**src/two_stage_shelf_tone_filter_core_macros.svh**
```systemverilog
// ----------------------------------------------------------------------------
// Assertion macros for the shelf tone filter
// Shared helpers that wrap concurrent assertions on clk with arst_n disable.
// ----------------------------------------------------------------------------
`ifndef TWO_STAGE_SHELF_TONE_FILTER_CORE_MACROS_SVH
`define TWO_STAGE_SHELF_TONE_FILTER_CORE_MACROS_SVH

// ante implies cons in the same cycle
`define TSSTF_ASSERT_SAME(lbl, ante, cons, msg) \
	lbl: assert property (@(posedge clk) disable iff (!arst_n) (ante) |-> (cons)) else $error(msg);

// ante implies cons in the next cycle
`define TSSTF_ASSERT_NEXT(lbl, ante, cons, msg) \
	lbl: assert property (@(posedge clk) disable iff (!arst_n) (ante) |=> (cons)) else $error(msg);

`endif

```
**src/tsstf_pkg.sv**
```systemverilog
// ----------------------------------------------------------------------------
// Shelf tone filter package
// Shared constants, register indexes, controller states and datapath commands.
// ----------------------------------------------------------------------------
package tsstf_pkg;

	localparam int MANT_DEFAULT = 28;
	localparam int COEF_W       = 32;
	localparam int SAMPLE_W     = 32;
	localparam int CFG_IDX_W    = 3;
	localparam int NUM_COEF     = 6;

	typedef enum logic [CFG_IDX_W-1:0] {
		REG_LOW_B0   = 3'd0,
		REG_LOW_B1   = 3'd1,
		REG_LOW_A1M  = 3'd2,
		REG_HIGH_B0  = 3'd3,
		REG_HIGH_B1  = 3'd4,
		REG_HIGH_A1M = 3'd5
	} reg_idx_t;

	typedef enum logic [2:0] {
		OP_LOW_B0,
		OP_LOW_B1,
		OP_LOW_A1M,
		OP_HIGH_B0,
		OP_HIGH_B1,
		OP_HIGH_A1M
	} op_sel_t;

	typedef enum logic [3:0] {
		ST_IDLE,
		ST_ML0,
		ST_ML1,
		ST_ML2,
		ST_MH1,
		ST_MH2,
		ST_MH0,
		ST_ADDH,
		ST_SAT
	} ctrl_state_t;

	typedef struct packed {
		logic    load_in;
		logic    mul_en;
		op_sel_t op_sel;
		logic    low_add;
		logic    high_add;
		logic    low_upd;
		logic    sat_wr;
	} dp_cmd_t;

endpackage

```
**src/tsstf_if.sv**
```systemverilog
// ----------------------------------------------------------------------------
// Shelf tone filter channel interfaces
// Sample input, filtered output and coefficient write channels.
// ----------------------------------------------------------------------------
interface tsstf_in_if;
	logic                                valid;
	logic                                ready;
	logic signed [tsstf_pkg::SAMPLE_W-1:0] audio_in;

	modport source (output valid, output audio_in, input ready);
	modport sink (input valid, input audio_in, output ready);
endinterface

interface tsstf_out_if #(
	parameter int W = tsstf_pkg::MANT_DEFAULT + 1
);
	logic                valid;
	logic                ready;
	logic signed [W-1:0] audio_out;

	modport source (output valid, output audio_out, input ready);
	modport sink (input valid, input audio_out, output ready);
endinterface

interface tsstf_cfg_if;
	logic                                 valid;
	logic                                 ready;
	logic [tsstf_pkg::CFG_IDX_W-1:0]      index;
	logic [tsstf_pkg::COEF_W-1:0]         data;

	modport source (output valid, output index, output data, input ready);
	modport sink (input valid, input index, input data, output ready);
endinterface

```
**src/tsstf_ctrl.sv**
```systemverilog
// ----------------------------------------------------------------------------
// Shelf tone filter controller
// Sequences the six shared multiplies, accumulation, saturation and handoff.
// ----------------------------------------------------------------------------
`include "two_stage_shelf_tone_filter_core_macros.svh"

module tsstf_ctrl (
	input  logic                clk,
	input  logic                arst_n,
	input  logic                in_valid,
	output logic                in_ready,
	input  logic                out_ready,
	output logic                out_valid,
	output tsstf_pkg::dp_cmd_t  cmd
);

	tsstf_pkg::ctrl_state_t state_q;
	tsstf_pkg::ctrl_state_t state_d;
	logic                   out_valid_q;
	logic                   out_free;

	assign out_free  = !out_valid_q || out_ready;
	assign in_ready  = (state_q == tsstf_pkg::ST_IDLE);
	assign out_valid = out_valid_q;

	always_comb begin
		state_d = state_q;
		unique case (state_q)
			tsstf_pkg::ST_IDLE: begin
				if (in_valid) state_d = tsstf_pkg::ST_ML0;
			end
			tsstf_pkg::ST_ML0:  state_d = tsstf_pkg::ST_ML1;
			tsstf_pkg::ST_ML1:  state_d = tsstf_pkg::ST_ML2;
			tsstf_pkg::ST_ML2:  state_d = tsstf_pkg::ST_MH1;
			tsstf_pkg::ST_MH1:  state_d = tsstf_pkg::ST_MH2;
			tsstf_pkg::ST_MH2:  state_d = tsstf_pkg::ST_MH0;
			tsstf_pkg::ST_MH0:  state_d = tsstf_pkg::ST_ADDH;
			tsstf_pkg::ST_ADDH: state_d = tsstf_pkg::ST_SAT;
			tsstf_pkg::ST_SAT: begin
				if (out_free) state_d = tsstf_pkg::ST_IDLE;
			end
			default:            state_d = tsstf_pkg::ST_IDLE;
		endcase
	end

	always_comb begin
		cmd          = '0;
		cmd.op_sel   = tsstf_pkg::OP_LOW_B0;
		cmd.load_in  = in_valid && (state_q == tsstf_pkg::ST_IDLE);
		unique case (state_q)
			tsstf_pkg::ST_IDLE: begin
			end
			tsstf_pkg::ST_ML0: begin
				cmd.mul_en = 1'b1;
				cmd.op_sel = tsstf_pkg::OP_LOW_B0;
			end
			tsstf_pkg::ST_ML1: begin
				cmd.mul_en  = 1'b1;
				cmd.op_sel  = tsstf_pkg::OP_LOW_B1;
				cmd.low_add = 1'b1;
			end
			tsstf_pkg::ST_ML2: begin
				cmd.mul_en  = 1'b1;
				cmd.op_sel  = tsstf_pkg::OP_LOW_A1M;
				cmd.low_add = 1'b1;
			end
			tsstf_pkg::ST_MH1: begin
				cmd.mul_en  = 1'b1;
				cmd.op_sel  = tsstf_pkg::OP_HIGH_B1;
				cmd.low_add = 1'b1;
			end
			tsstf_pkg::ST_MH2: begin
				cmd.mul_en   = 1'b1;
				cmd.op_sel   = tsstf_pkg::OP_HIGH_A1M;
				cmd.high_add = 1'b1;
				cmd.low_upd  = 1'b1;
			end
			tsstf_pkg::ST_MH0: begin
				cmd.mul_en   = 1'b1;
				cmd.op_sel   = tsstf_pkg::OP_HIGH_B0;
				cmd.high_add = 1'b1;
			end
			tsstf_pkg::ST_ADDH: begin
				cmd.high_add = 1'b1;
			end
			tsstf_pkg::ST_SAT: begin
				cmd.sat_wr = out_free;
			end
			default: begin
			end
		endcase
	end

	always_ff @(posedge clk or negedge arst_n) begin
		if (!arst_n) begin
			state_q     <= tsstf_pkg::ST_IDLE;
			out_valid_q <= 1'b0;
		end else begin
			state_q <= state_d;
			if (cmd.sat_wr) begin
				out_valid_q <= 1'b1;
			end else if (out_ready) begin
				out_valid_q <= 1'b0;
			end
		end
	end

	`TSSTF_ASSERT_SAME(a_word_from_sat, $rose(out_valid_q), $past(state_q == tsstf_pkg::ST_SAT), "result word raised outside saturation step")
	`TSSTF_ASSERT_NEXT(a_hold_on_stall, (state_q == tsstf_pkg::ST_SAT) && out_valid_q && !out_ready, state_q == tsstf_pkg::ST_SAT, "left saturation step while output stalled")
	`TSSTF_ASSERT_NEXT(a_accept_starts, in_valid && in_ready, state_q == tsstf_pkg::ST_ML0, "accepted word did not start the multiply sequence")
	`TSSTF_ASSERT_SAME(a_one_acc_add, cmd.low_add || cmd.high_add, !(cmd.low_add && cmd.high_add), "both accumulators added in one cycle")

endmodule

```
**src/tsstf_datapath.sv**
```systemverilog
// ----------------------------------------------------------------------------
// Shelf tone filter datapath
// Coefficients, filter state, shared 32x32 multiplier and two accumulators.
// ----------------------------------------------------------------------------
module tsstf_datapath #(
	parameter int MANT = tsstf_pkg::MANT_DEFAULT
) (
	input  logic                                 clk,
	input  logic                                 arst_n,
	input  tsstf_pkg::dp_cmd_t                   cmd,
	input  logic signed [tsstf_pkg::SAMPLE_W-1:0] audio_in,
	input  logic                                 cfg_wr,
	input  logic [tsstf_pkg::CFG_IDX_W-1:0]      cfg_index,
	input  logic [tsstf_pkg::COEF_W-1:0]         cfg_data,
	output logic signed [MANT:0]                 audio_out
);

	localparam int CW = tsstf_pkg::COEF_W;
	localparam int SW = tsstf_pkg::SAMPLE_W;
	localparam int AW = 2 * CW;
	localparam logic signed [CW-1:0] CoefUnity = CW'(64'sd1 <<< MANT);
	localparam logic signed [AW-1:0] SatPos    = (64'sd1 <<< (2 * MANT)) - 64'sd1;
	localparam logic signed [AW-1:0] SatNeg    = -SatPos;

	logic signed [CW-1:0]   coef_q [tsstf_pkg::NUM_COEF];
	logic signed [MANT-1:0] x_q;
	logic signed [MANT-1:0] low_prev_in_q;
	logic signed [SW-1:0]   low_prev_out_q;
	logic signed [AW-1:0]   low_accum_q;
	logic signed [SW-1:0]   high_prev_in_q;
	logic signed [MANT:0]   high_prev_out_q;
	logic signed [AW-1:0]   high_accum_q;
	logic signed [AW-1:0]   prod_q;
	logic signed [MANT:0]   audio_out_q;

	logic signed [CW-1:0]   coef_sel;
	logic signed [SW-1:0]   opnd_sel;
	logic signed [AW-1:0]   prod_d;
	logic signed [SW-1:0]   y_low;
	logic signed [AW-1:0]   sat_acc;

	assign y_low = low_accum_q[MANT+SW-1:MANT];

	always_comb begin
		unique case (cmd.op_sel)
			tsstf_pkg::OP_LOW_B0: begin
				coef_sel = coef_q[tsstf_pkg::REG_LOW_B0];
				opnd_sel = {{(SW-MANT){x_q[MANT-1]}}, x_q};
			end
			tsstf_pkg::OP_LOW_B1: begin
				coef_sel = coef_q[tsstf_pkg::REG_LOW_B1];
				opnd_sel = {{(SW-MANT){low_prev_in_q[MANT-1]}}, low_prev_in_q};
			end
			tsstf_pkg::OP_LOW_A1M: begin
				coef_sel = coef_q[tsstf_pkg::REG_LOW_A1M];
				opnd_sel = low_prev_out_q;
			end
			tsstf_pkg::OP_HIGH_B0: begin
				coef_sel = coef_q[tsstf_pkg::REG_HIGH_B0];
				opnd_sel = y_low;
			end
			tsstf_pkg::OP_HIGH_B1: begin
				coef_sel = coef_q[tsstf_pkg::REG_HIGH_B1];
				opnd_sel = high_prev_in_q;
			end
			tsstf_pkg::OP_HIGH_A1M: begin
				coef_sel = coef_q[tsstf_pkg::REG_HIGH_A1M];
				opnd_sel = {{(SW-MANT-1){high_prev_out_q[MANT]}}, high_prev_out_q};
			end
			default: begin
				coef_sel = '0;
				opnd_sel = '0;
			end
		endcase
	end

	assign prod_d = AW'(coef_sel) * AW'(opnd_sel);

	always_comb begin
		priority if (high_accum_q >= SatPos) begin
			sat_acc = SatPos;
		end else if (high_accum_q < SatNeg) begin
			sat_acc = SatNeg;
		end else begin
			sat_acc = high_accum_q;
		end
	end

	always_ff @(posedge clk or negedge arst_n) begin
		if (!arst_n) begin
			coef_q[tsstf_pkg::REG_LOW_B0]   <= CoefUnity;
			coef_q[tsstf_pkg::REG_LOW_B1]   <= '0;
			coef_q[tsstf_pkg::REG_LOW_A1M]  <= -CoefUnity;
			coef_q[tsstf_pkg::REG_HIGH_B0]  <= CoefUnity;
			coef_q[tsstf_pkg::REG_HIGH_B1]  <= '0;
			coef_q[tsstf_pkg::REG_HIGH_A1M] <= -CoefUnity;
		end else if (cfg_wr && (cfg_index <= tsstf_pkg::REG_HIGH_A1M)) begin
			coef_q[cfg_index] <= cfg_data;
		end
	end

	always_ff @(posedge clk or negedge arst_n) begin
		if (!arst_n) begin
			low_prev_in_q   <= '0;
			low_prev_out_q  <= '0;
			low_accum_q     <= '0;
			high_prev_in_q  <= '0;
			high_prev_out_q <= '0;
			high_accum_q    <= '0;
		end else begin
			if (cmd.low_add) low_accum_q <= low_accum_q + prod_q;
			if (cmd.low_upd) begin
				low_prev_in_q  <= x_q;
				low_prev_out_q <= y_low;
			end
			if (cmd.high_add) begin
				high_accum_q <= high_accum_q + prod_q;
			end else if (cmd.sat_wr) begin
				high_accum_q    <= sat_acc;
				high_prev_in_q  <= y_low;
				high_prev_out_q <= sat_acc[2*MANT:MANT];
			end
		end
	end

	always_ff @(posedge clk) begin
		if (cmd.load_in) x_q <= audio_in[SW-1:SW-MANT];
		if (cmd.mul_en)  prod_q <= prod_d;
		if (cmd.sat_wr)  audio_out_q <= sat_acc[2*MANT:MANT];
	end

	assign audio_out = audio_out_q;

endmodule

```
**src/two_stage_shelf_tone_filter_core.sv**
```systemverilog
// ----------------------------------------------------------------------------
// Two-stage shelf tone filter core
// Low shelf then high shelf first-order IIR with error feedback.
//
// Channels: sample (sink) takes one 32-bit left-justified audio word,
// result (source) gives one MANT+1 bit filtered word per sample, cfg (sink)
// writes one of six Q-MANT coefficients by index; it is always ready and
// indexes above five are dropped. Write cfg only while the core is idle.
// A sample is taken only in the idle state. Its six products run through
// one shared 32x32 multiplier, one per cycle, each added to its section
// accumulator in the next cycle; a final step saturates the high shelf sum.
// The result word is registered as the saturation step ends; the next
// sample is taken once the controller is back in idle, not before. The
// result sits in an output register; while it is stalled the next sample
// is still processed, then held in the saturation step until the register
// frees. Reset clears all filter state, loads the passthrough coefficients
// and drops any pending result.
// ----------------------------------------------------------------------------
module two_stage_shelf_tone_filter_core #(
	parameter int MANT = tsstf_pkg::MANT_DEFAULT
) (
	input logic              clk,
	input logic              arst_n,
	tsstf_in_if.sink         sample,
	tsstf_out_if.source      result,
	tsstf_cfg_if.sink        cfg
);

	tsstf_pkg::dp_cmd_t  cmd;
	logic signed [MANT:0] audio_out;

	assign cfg.ready = 1'b1;

	tsstf_ctrl u_ctrl (
		.clk       (clk),
		.arst_n    (arst_n),
		.in_valid  (sample.valid),
		.in_ready  (sample.ready),
		.out_ready (result.ready),
		.out_valid (result.valid),
		.cmd       (cmd)
	);

	tsstf_datapath #(
		.MANT (MANT)
	) u_datapath (
		.clk       (clk),
		.arst_n    (arst_n),
		.cmd       (cmd),
		.audio_in  (sample.audio_in),
		.cfg_wr    (cfg.valid),
		.cfg_index (cfg.index),
		.cfg_data  (cfg.data),
		.audio_out (audio_out)
	);

	assign result.audio_out = audio_out;

endmodule

```
**src/flat_wrapper.sv**
```systemverilog
// flat-port wrapper written by rule: the top's interface ports become plain ports
module two_stage_shelf_tone_filter_core_flat import tsstf_pkg::*;
#(
	parameter int MANT = tsstf_pkg::MANT_DEFAULT
)
  (clk, arst_n, sample_valid, sample_audio_in, sample_ready, result_valid, result_audio_out, result_ready, cfg_valid, cfg_index, cfg_data, cfg_ready);
  tsstf_in_if sample_i ();
  tsstf_out_if #(.W((MANT + 1))) result_i ();
  tsstf_cfg_if cfg_i ();
  input logic clk;
  input logic arst_n;
  input wire logic [$bits(sample_i.valid)-1:0] sample_valid;
  input wire logic [$bits(sample_i.audio_in)-1:0] sample_audio_in;
  output wire logic [$bits(sample_i.ready)-1:0] sample_ready;
  output wire logic [$bits(result_i.valid)-1:0] result_valid;
  output wire logic [$bits(result_i.audio_out)-1:0] result_audio_out;
  input wire logic [$bits(result_i.ready)-1:0] result_ready;
  input wire logic [$bits(cfg_i.valid)-1:0] cfg_valid;
  input wire logic [$bits(cfg_i.index)-1:0] cfg_index;
  input wire logic [$bits(cfg_i.data)-1:0] cfg_data;
  output wire logic [$bits(cfg_i.ready)-1:0] cfg_ready;
  assign sample_i.valid = sample_valid;
  assign sample_i.audio_in = sample_audio_in;
  assign sample_ready = sample_i.ready;
  assign result_valid = result_i.valid;
  assign result_audio_out = result_i.audio_out;
  assign result_i.ready = result_ready;
  assign cfg_i.valid = cfg_valid;
  assign cfg_i.index = cfg_index;
  assign cfg_i.data = cfg_data;
  assign cfg_ready = cfg_i.ready;
  two_stage_shelf_tone_filter_core #(.MANT(MANT)) u_core (.clk(clk), .arst_n(arst_n), .sample(sample_i), .result(result_i), .cfg(cfg_i));
endmodule
```
**config.mk**
```make
export PLATFORM = sky130hd
export DESIGN_NAME = two_stage_shelf_tone_filter_core_flat
export DESIGN_NICKNAME = d
export VERILOG_FILES = /design/src/tsstf_pkg.sv /design/src/tsstf_if.sv /design/src/tsstf_ctrl.sv /design/src/tsstf_datapath.sv /design/src/two_stage_shelf_tone_filter_core.sv /design/src/flat_wrapper.sv
export VERILOG_INCLUDE_DIRS = /design/src /design/src/src
export SDC_FILE = /design/constraint.sdc
export NUM_CORES = 2
export LEC_CHECK = 0
export BUFFER_PORTS_ARGS = -buffer_cell sky130_fd_sc_hd__buf_2
export CAP_MARGIN = 30
export CORE_MARGIN = 3
export CORE_UTILIZATION = 32
export DETAILED_ROUTE_END_ITERATION = 10
export GPL_ROUTABILITY_DRIVEN = 0
export PLACE_DENSITY_LB_ADDON = 0.25
export SYNTH_ARGS = -nofsm -noshare
export SYNTH_HDL_FRONTEND = slang
export SYNTH_SLANG_ARGS = --single-unit
```
**constraint.sdc**
```tcl
create_clock -name clk -period 16.11 [get_ports clk]
set_input_delay 2.4165 -clock clk [delete_from_list [all_inputs] [get_ports clk]]
set_output_delay 2.4165 -clock clk [all_outputs]
set_load 0.03 [all_outputs]
```
# Word-level counts from Yosys, hierarchy flattened
# Index checks and enable logic that the tools add are counted.
[totals] register_bits=567 latch_bits=0 ram_bits=0 mem_bits_ro=0 input_bits=72 out_inout_bits=32 elab_cells=77 memories=0
[op_classes] add_sub_neg=2 n_mul=1 div_mod_pow=0 n_lt_le_gt_ge=5 eq_ne=15 shift=0 mux=19 n_bitwise=2 reduce_logical=15
[op_table] cell="32-bit case mux with 6 select lines" count=2
[op_table] cell="64-bit two-way mux" count=4
[op_table] cell="192-bit bitwise mux" count=1
[op_table] cell="64-bit adder" count=2
[op_table] cell="32-bit demux with 3-bit select" count=1
[op_table] cell="64-bit by 57-bit greater-or-equal comparator with 1-bit output, second input constant" count=1
[op_table] cell="64-bit by 57-bit less-than comparator with 1-bit output, second input constant" count=1
[op_table] cell="32-bit by 32-bit multiplier with 64-bit output" count=1
[op_table] cell="4-bit case mux with 9 select lines" count=1
[op_table] cell="32-bit two-way mux" count=1
[op_table] cell="4-bit case mux with 6 select lines" count=1
[op_table] cell="4-bit by 3-bit == test with 1-bit output, second input constant" count=4
[op_table] cell="4-bit by 2-bit == test with 1-bit output, second input constant" count=2
[op_table] cell="4-bit two-way mux" count=2
[op_table] cell="3-bit by 2-bit == test with 1-bit output, second input constant" count=2
[op_table] cell="3-bit == test, second input constant" count=2
[op_table] cell="1-bit two-way mux" count=6
[op_table] cell="2-bit AND reduction" count=3
[op_table] cell="3-bit OR reduction" count=2
[op_table] cell="4-bit by 1-bit == test with 1-bit output, second input constant" count=1
[op_table] cell="4-bit == test, second input constant" count=1
[op_table] cell="4-bit greater-or-equal comparator, second input constant" count=1
[op_table] cell="4-bit zero test" count=1
[op_table] cell="4-bit by 1-bit less-than comparator with 1-bit output, second input constant" count=1
[op_table] cell="other kinds (11)" count=15

# Logic depth before layout (Yosys ltp)
[logic_depth] depth_word=6 ltp_mapped=39

# By module
# Synthesis repeated with hierarchy kept, for this count alone.
[unflattened] hier_cells=6704 hier_area_um2=65621.7
[modules_own_cells] module="tsstf_datapath" n_inst=1 cells_each=6662 area_each_um2=65266.3 seq_area_each_um2=14581.5
[modules_own_cells] module="tsstf_ctrl" n_inst=1 cells_each=40 area_each_um2=344.1 seq_area_each_um2=125.1
[modules_own_cells] module="two_stage_shelf_tone_filter_core" n_inst=1 cells_each=2 area_each_um2=11.3 seq_area_each_um2=0.0

# Worst setup path before layout
# OpenSTA, ideal clock, no wires.
[synth_timing] path_type="reg-to-reg" startpoint="register u_core.u_ctrl.state_q[2]" endpoint="register u_core.u_datapath.prod_q[60], data pin" setup_ns=0.259 arrival_ns=9.695 required_ns=15.851 slack_ns=6.156 path_stages_with_launch=33 cell_sequence="dfrtp_1 > clkbuf_1 > nor3_1 > clkbuf_1 > buf_1 > clkbuf_1 > a22oi_1 > nand3_1 > clkbuf_1 > nand2_1 > fa_1 > fa_1 > inv_1 > fa_1 > fa_1 > inv_1 > fa_1 > inv_1 > fa_1 > inv_1 > fa_1 > inv_1 > fa_1 > ha_1 > and3_1 > a221o_1 > a31oi_1 > nor2_1 > a2111oi_0 > o21a_1 > or3_1 > a211oi_1 > a211o_1"
[synth_between] elab_chain_cells=5 word_cells_on_any_way=16
[synth_rtl] element="start, declared" line="tsstf_ctrl.sv:17" rtl="tsstf_pkg::ctrl_state_t state_q;"
[synth_rtl] element="start signal, assigned" line="tsstf_ctrl.sv:96" rtl="state_q <= tsstf_pkg::ST_IDLE;"
[synth_rtl] element="start signal, assigned" line="tsstf_ctrl.sv:99" rtl="state_q <= state_d;"
[synth_rtl] element="4-bit by 3-bit == test with 1-bit output (tied with other cells)" line="tsstf_ctrl.sv:50" rtl="unique case (state_q)"
[synth_rtl] element="4-bit case mux with 6 select lines *" line="tsstf_ctrl.sv:50"
[synth_rtl] element="3-bit == test (tied with other cells)" line="tsstf_datapath.sv:45" rtl="unique case (cmd.op_sel)"
[synth_rtl] element="32-bit case mux with 6 select lines" line="tsstf_datapath.sv:45"
[synth_rtl] element="32-bit by 32-bit multiplier with 64-bit output *" line="tsstf_datapath.sv:77" rtl="assign prod_d = AW'(coef_sel) * AW'(opnd_sel);"
[synth_rtl] element="net u_core.u_datapath.prod_d[60]" line="tsstf_datapath.sv:38" rtl="logic signed [AW-1:0] prod_d;"
[synth_rtl] element="end signal, assigned" line="tsstf_datapath.sv:128" rtl="if (cmd.mul_en) prod_q <= prod_d;"
[synth_rtl] element="end, declared" line="tsstf_datapath.sv:33" rtl="logic signed [AW-1:0] prod_q;"
# Mark *: on every way through the listed nets, which the timed path passes. The rest lies on a longest branch.
# A chain may end at the register's enable or synchronous reset.

# Final worst setup path
# Same ends and word-level chain as after synthesis.

==> results_dict.tcl <==
set metrics [dict create \
    cts_tree "yes" \
    slowest_delay_ns 1.03 \
    fin_tns_setup_ns 0 \
    dpl.hpwl_um 165000 \
    synth-seq-area-share_pct 22.6 \
    slew-limit-headroom_pct 33.5 \
    ys.warnings.count 0 \
    drt-wirelength-per-cell_um 23.5 \
    cap_violations 0 \
    cp.arrival_ns 12.19 \
    initial_core_util_pct 32.4 \
    yosys_most_used_dff "dfrtp_1" \
    htreeDepth 3 \
    outcome "complete, no violations" \
    hold_viol 0 \
    setup_viol 0 \
    tightestPinTransition_ns 0.997 \
    synth_edf_count 121 \
    fin_crit_sh_pct 73.1 \
    remaining_drc_errors 0 \
    crit_type "reg -> reg" \
    avgSynthCellArea_um2 9.65 \
    dr.first_iter.drc_count 3762 \
    grt_max_degree 140 \
    chipWidth_um 456 \
    fin_nets 8136 \
    cp.required_ns 16.53 \
    ctsRootBufferMaster "clkbuf_16" \
    dieArea_um2 208000 \
    setup.worst_path.end_class "register" \
    final_cell_mix "fa_1 (1085), inv_1 (1055), nand2_1 (864)" \
    cp_common_cell "fa_1" \
    cts_inserted_buffers 69 \
    clk_pin_slew_ns 0.06 \
    coreArea_um2 201000 \
    grt_pass1_wl_um 333000 \
    num_rows 164 \
    synth_fp_nets 8191 \
    grt-ovfl-total 0 \
    ys_types 92 \
    clock_latency_ns 0.70 \
    fin_skew_ns 0.0455 \
    via_per_inst 5.26 \
    first_global_vias 51364 \
    ys_seq_elements 563 \
    synthCells 6729 \
    hold_ws_ns 0.478 \
    clock_path_buffers 3 \
    worst_hold_path_type "reg -> reg" \
    drive_gt1_share_pct 10.1 \
    slowest_stage "fa_1" \
    final_util_pct 35.4 \
    holdBufCountCts 0 \
    report.final.slew_viol_count 0 \
    vias 49429 \
    postRouteAntennaNets 0 \
    fmax_ghz 0.0850 \
    portBuffers 98 \
    antenna_found_initial 24 \
    drt_first_pass_iters 6 \
    finish.instance_area_um2 71100 \
    min_period_ns 11.77 \
    mostFrequentLayoutCell "fa_1" \
    wl_um 220000 \
    cts_resized 0 \
    synthesis.area_um2 64900 \
    rsz0062_at_grt "no" \
    cts_setup_buffers 0 \
    ys_async_sr_fraction_pct 78.5 \
    numClockSinks 563 \
    placed_cell_area_um2 68700 \
    ios 104 \
    die_h_um 456 \
    worstSetupStartpointType "register" \
    crit_fanout 39 \
    grt_usage_pct 21.2 \
    syn2layout_area_growth_pct 9.49 \
]
## path summary, 6_finish.rpt
check                      slack [ns]                              endpoint  cells after the start                                 start
max reg2reg                      4.34          u_core.u_datapath.prod_q[60]                     33              u_core.u_ctrl.state_q[2]
max in group asynchronous       12.27         u_core.u_datapath.coef_q[104]                      4                                arst_n
min                              0.48  u_core.u_datapath.high_prev_in_q[27]                      2  u_core.u_datapath.high_prev_in_q[27]
min in group asynchronous        1.72    u_core.u_datapath.high_accum_q[57]                      1                                arst_n
min reg2reg                      0.48  u_core.u_datapath.high_prev_in_q[27]                      2  u_core.u_datapath.high_prev_in_q[27]
max                              4.34          u_core.u_datapath.prod_q[60]                     33              u_core.u_ctrl.state_q[2]
## logic make-up (layout without fill, tap and decap cells)
logic type | Yosys count | count (layout) | share of synthesized area (%)
XOR/XNOR | 178 | 178 | 2.40
buffers and inverters | 1420 | 1422 | 8.26
multiplexers | 259 | 259 | 4.48
other | 1 | 9 | 0.00577
AO/OA/AOI/OAI | 957 | 957 | 9.68
flip-flops | 563 | 563 | 22.6
AND/OR/NAND/NOR | 1961 | 1961 | 13.2
adder cells (fa/ha/maj) | 1390 | 1390 | 39.3
## routing by layer
metal  global-route usage, %  up-vias  wire (um)
met5                       0        -         13
met4                    8.26        2      10500
met3                    3.65      467      15500
met2                    34.0     1757     101000
met1                    28.5    25790      93300
li1                        -    21413          -
## metrics by stage
stage / setup WS [ns] / cells
floorplan: 6.16 / 6729
global placement: 4.50 / 9253
detailed placement: 4.43 / 9257
CTS: 4.35 / 9385
global route: 3.83 / 9394
finish: 4.34 / 9395
## critical path: cells and delay by family (launching register included)
family | cells | cell delay, ns
AOI/OAI and AO/OA | 7 | 1.78
adders and majority gates | 9 | 4.89
buffers and inverters | 10 | 2.58
DFF | 1 | 0.65
and+or+nand+nor | 7 | 1.49
## flip-flops by register name (all words and copies together), names as in the netlist
register / count
u_core.u_datapath.prod_q: 64
u_core.u_datapath.high_prev_out_q: 29
u_core.u_datapath.low_prev_in_q: 28
u_core.u_datapath.high_accum_q: 64
u_core.u_datapath.low_prev_out_q: 32
u_core.u_ctrl.state_q: 4
u_core.u_datapath.coef_q: 192
u_core.u_ctrl.out_valid: 1
u_core.u_datapath.x_q: 28
u_core.u_datapath.audio_out: 29
u_core.u_datapath.low_accum_q: 60
u_core.u_datapath.high_prev_in_q: 32
## synth_stat cells, types with 13 or more instances
master | count | area, um2
a211oi_1 | 24 | 180
a21o_1 | 160 | 1200
a21oi_1 | 244 | 1220
a222oi_1 | 18 | 180
a22oi_1 | 105 | 788
a31oi_1 | 27 | 169
and2_1 | 40 | 250
and3_1 | 26 | 163
and4_1 | 49 | 429
buf_1 | 34 | 128
clkbuf_1 | 316 | 1190
dfrtp_1 | 432 | 10800
edfxtp_1 | 121 | 3630
fa_1 | 1085 | 21700
ha_1 | 305 | 3820
inv_1 | 1055 | 3960
mux2_2 | 254 | 2860
nand2_1 | 865 | 3250
nand2b_1 | 44 | 275
nand3_1 | 55 | 275
nand4_1 | 92 | 576
nor2_1 | 643 | 2410
nor2b_1 | 30 | 188
nor3_1 | 28 | 140
nor4_1 | 27 | 169
o21a_1 | 31 | 233
o21ai_0 | 185 | 926
o21bai_1 | 38 | 285
o31ai_1 | 15 | 113
or2_2 | 13 | 81.3
or3_1 | 25 | 156
xnor2_1 | 110 | 963
xor2_1 | 68 | 596
## layout make-up
cell class	count	area, um2
Inverter	1057	3970
Clock inverter	47	529
Sequential cell	563	14700
Tap cell	2656	3320
Timing Repair Buffer	237	1700
Fill cell	20268	130000
Antenna cell	8	20.0
Clock buffer	81	1790
Multi-Input combinational cell	4746	45100
Power is not shown: default switching activity piles up to over one toggle a cycle in this logic, so the estimate is an artifact.
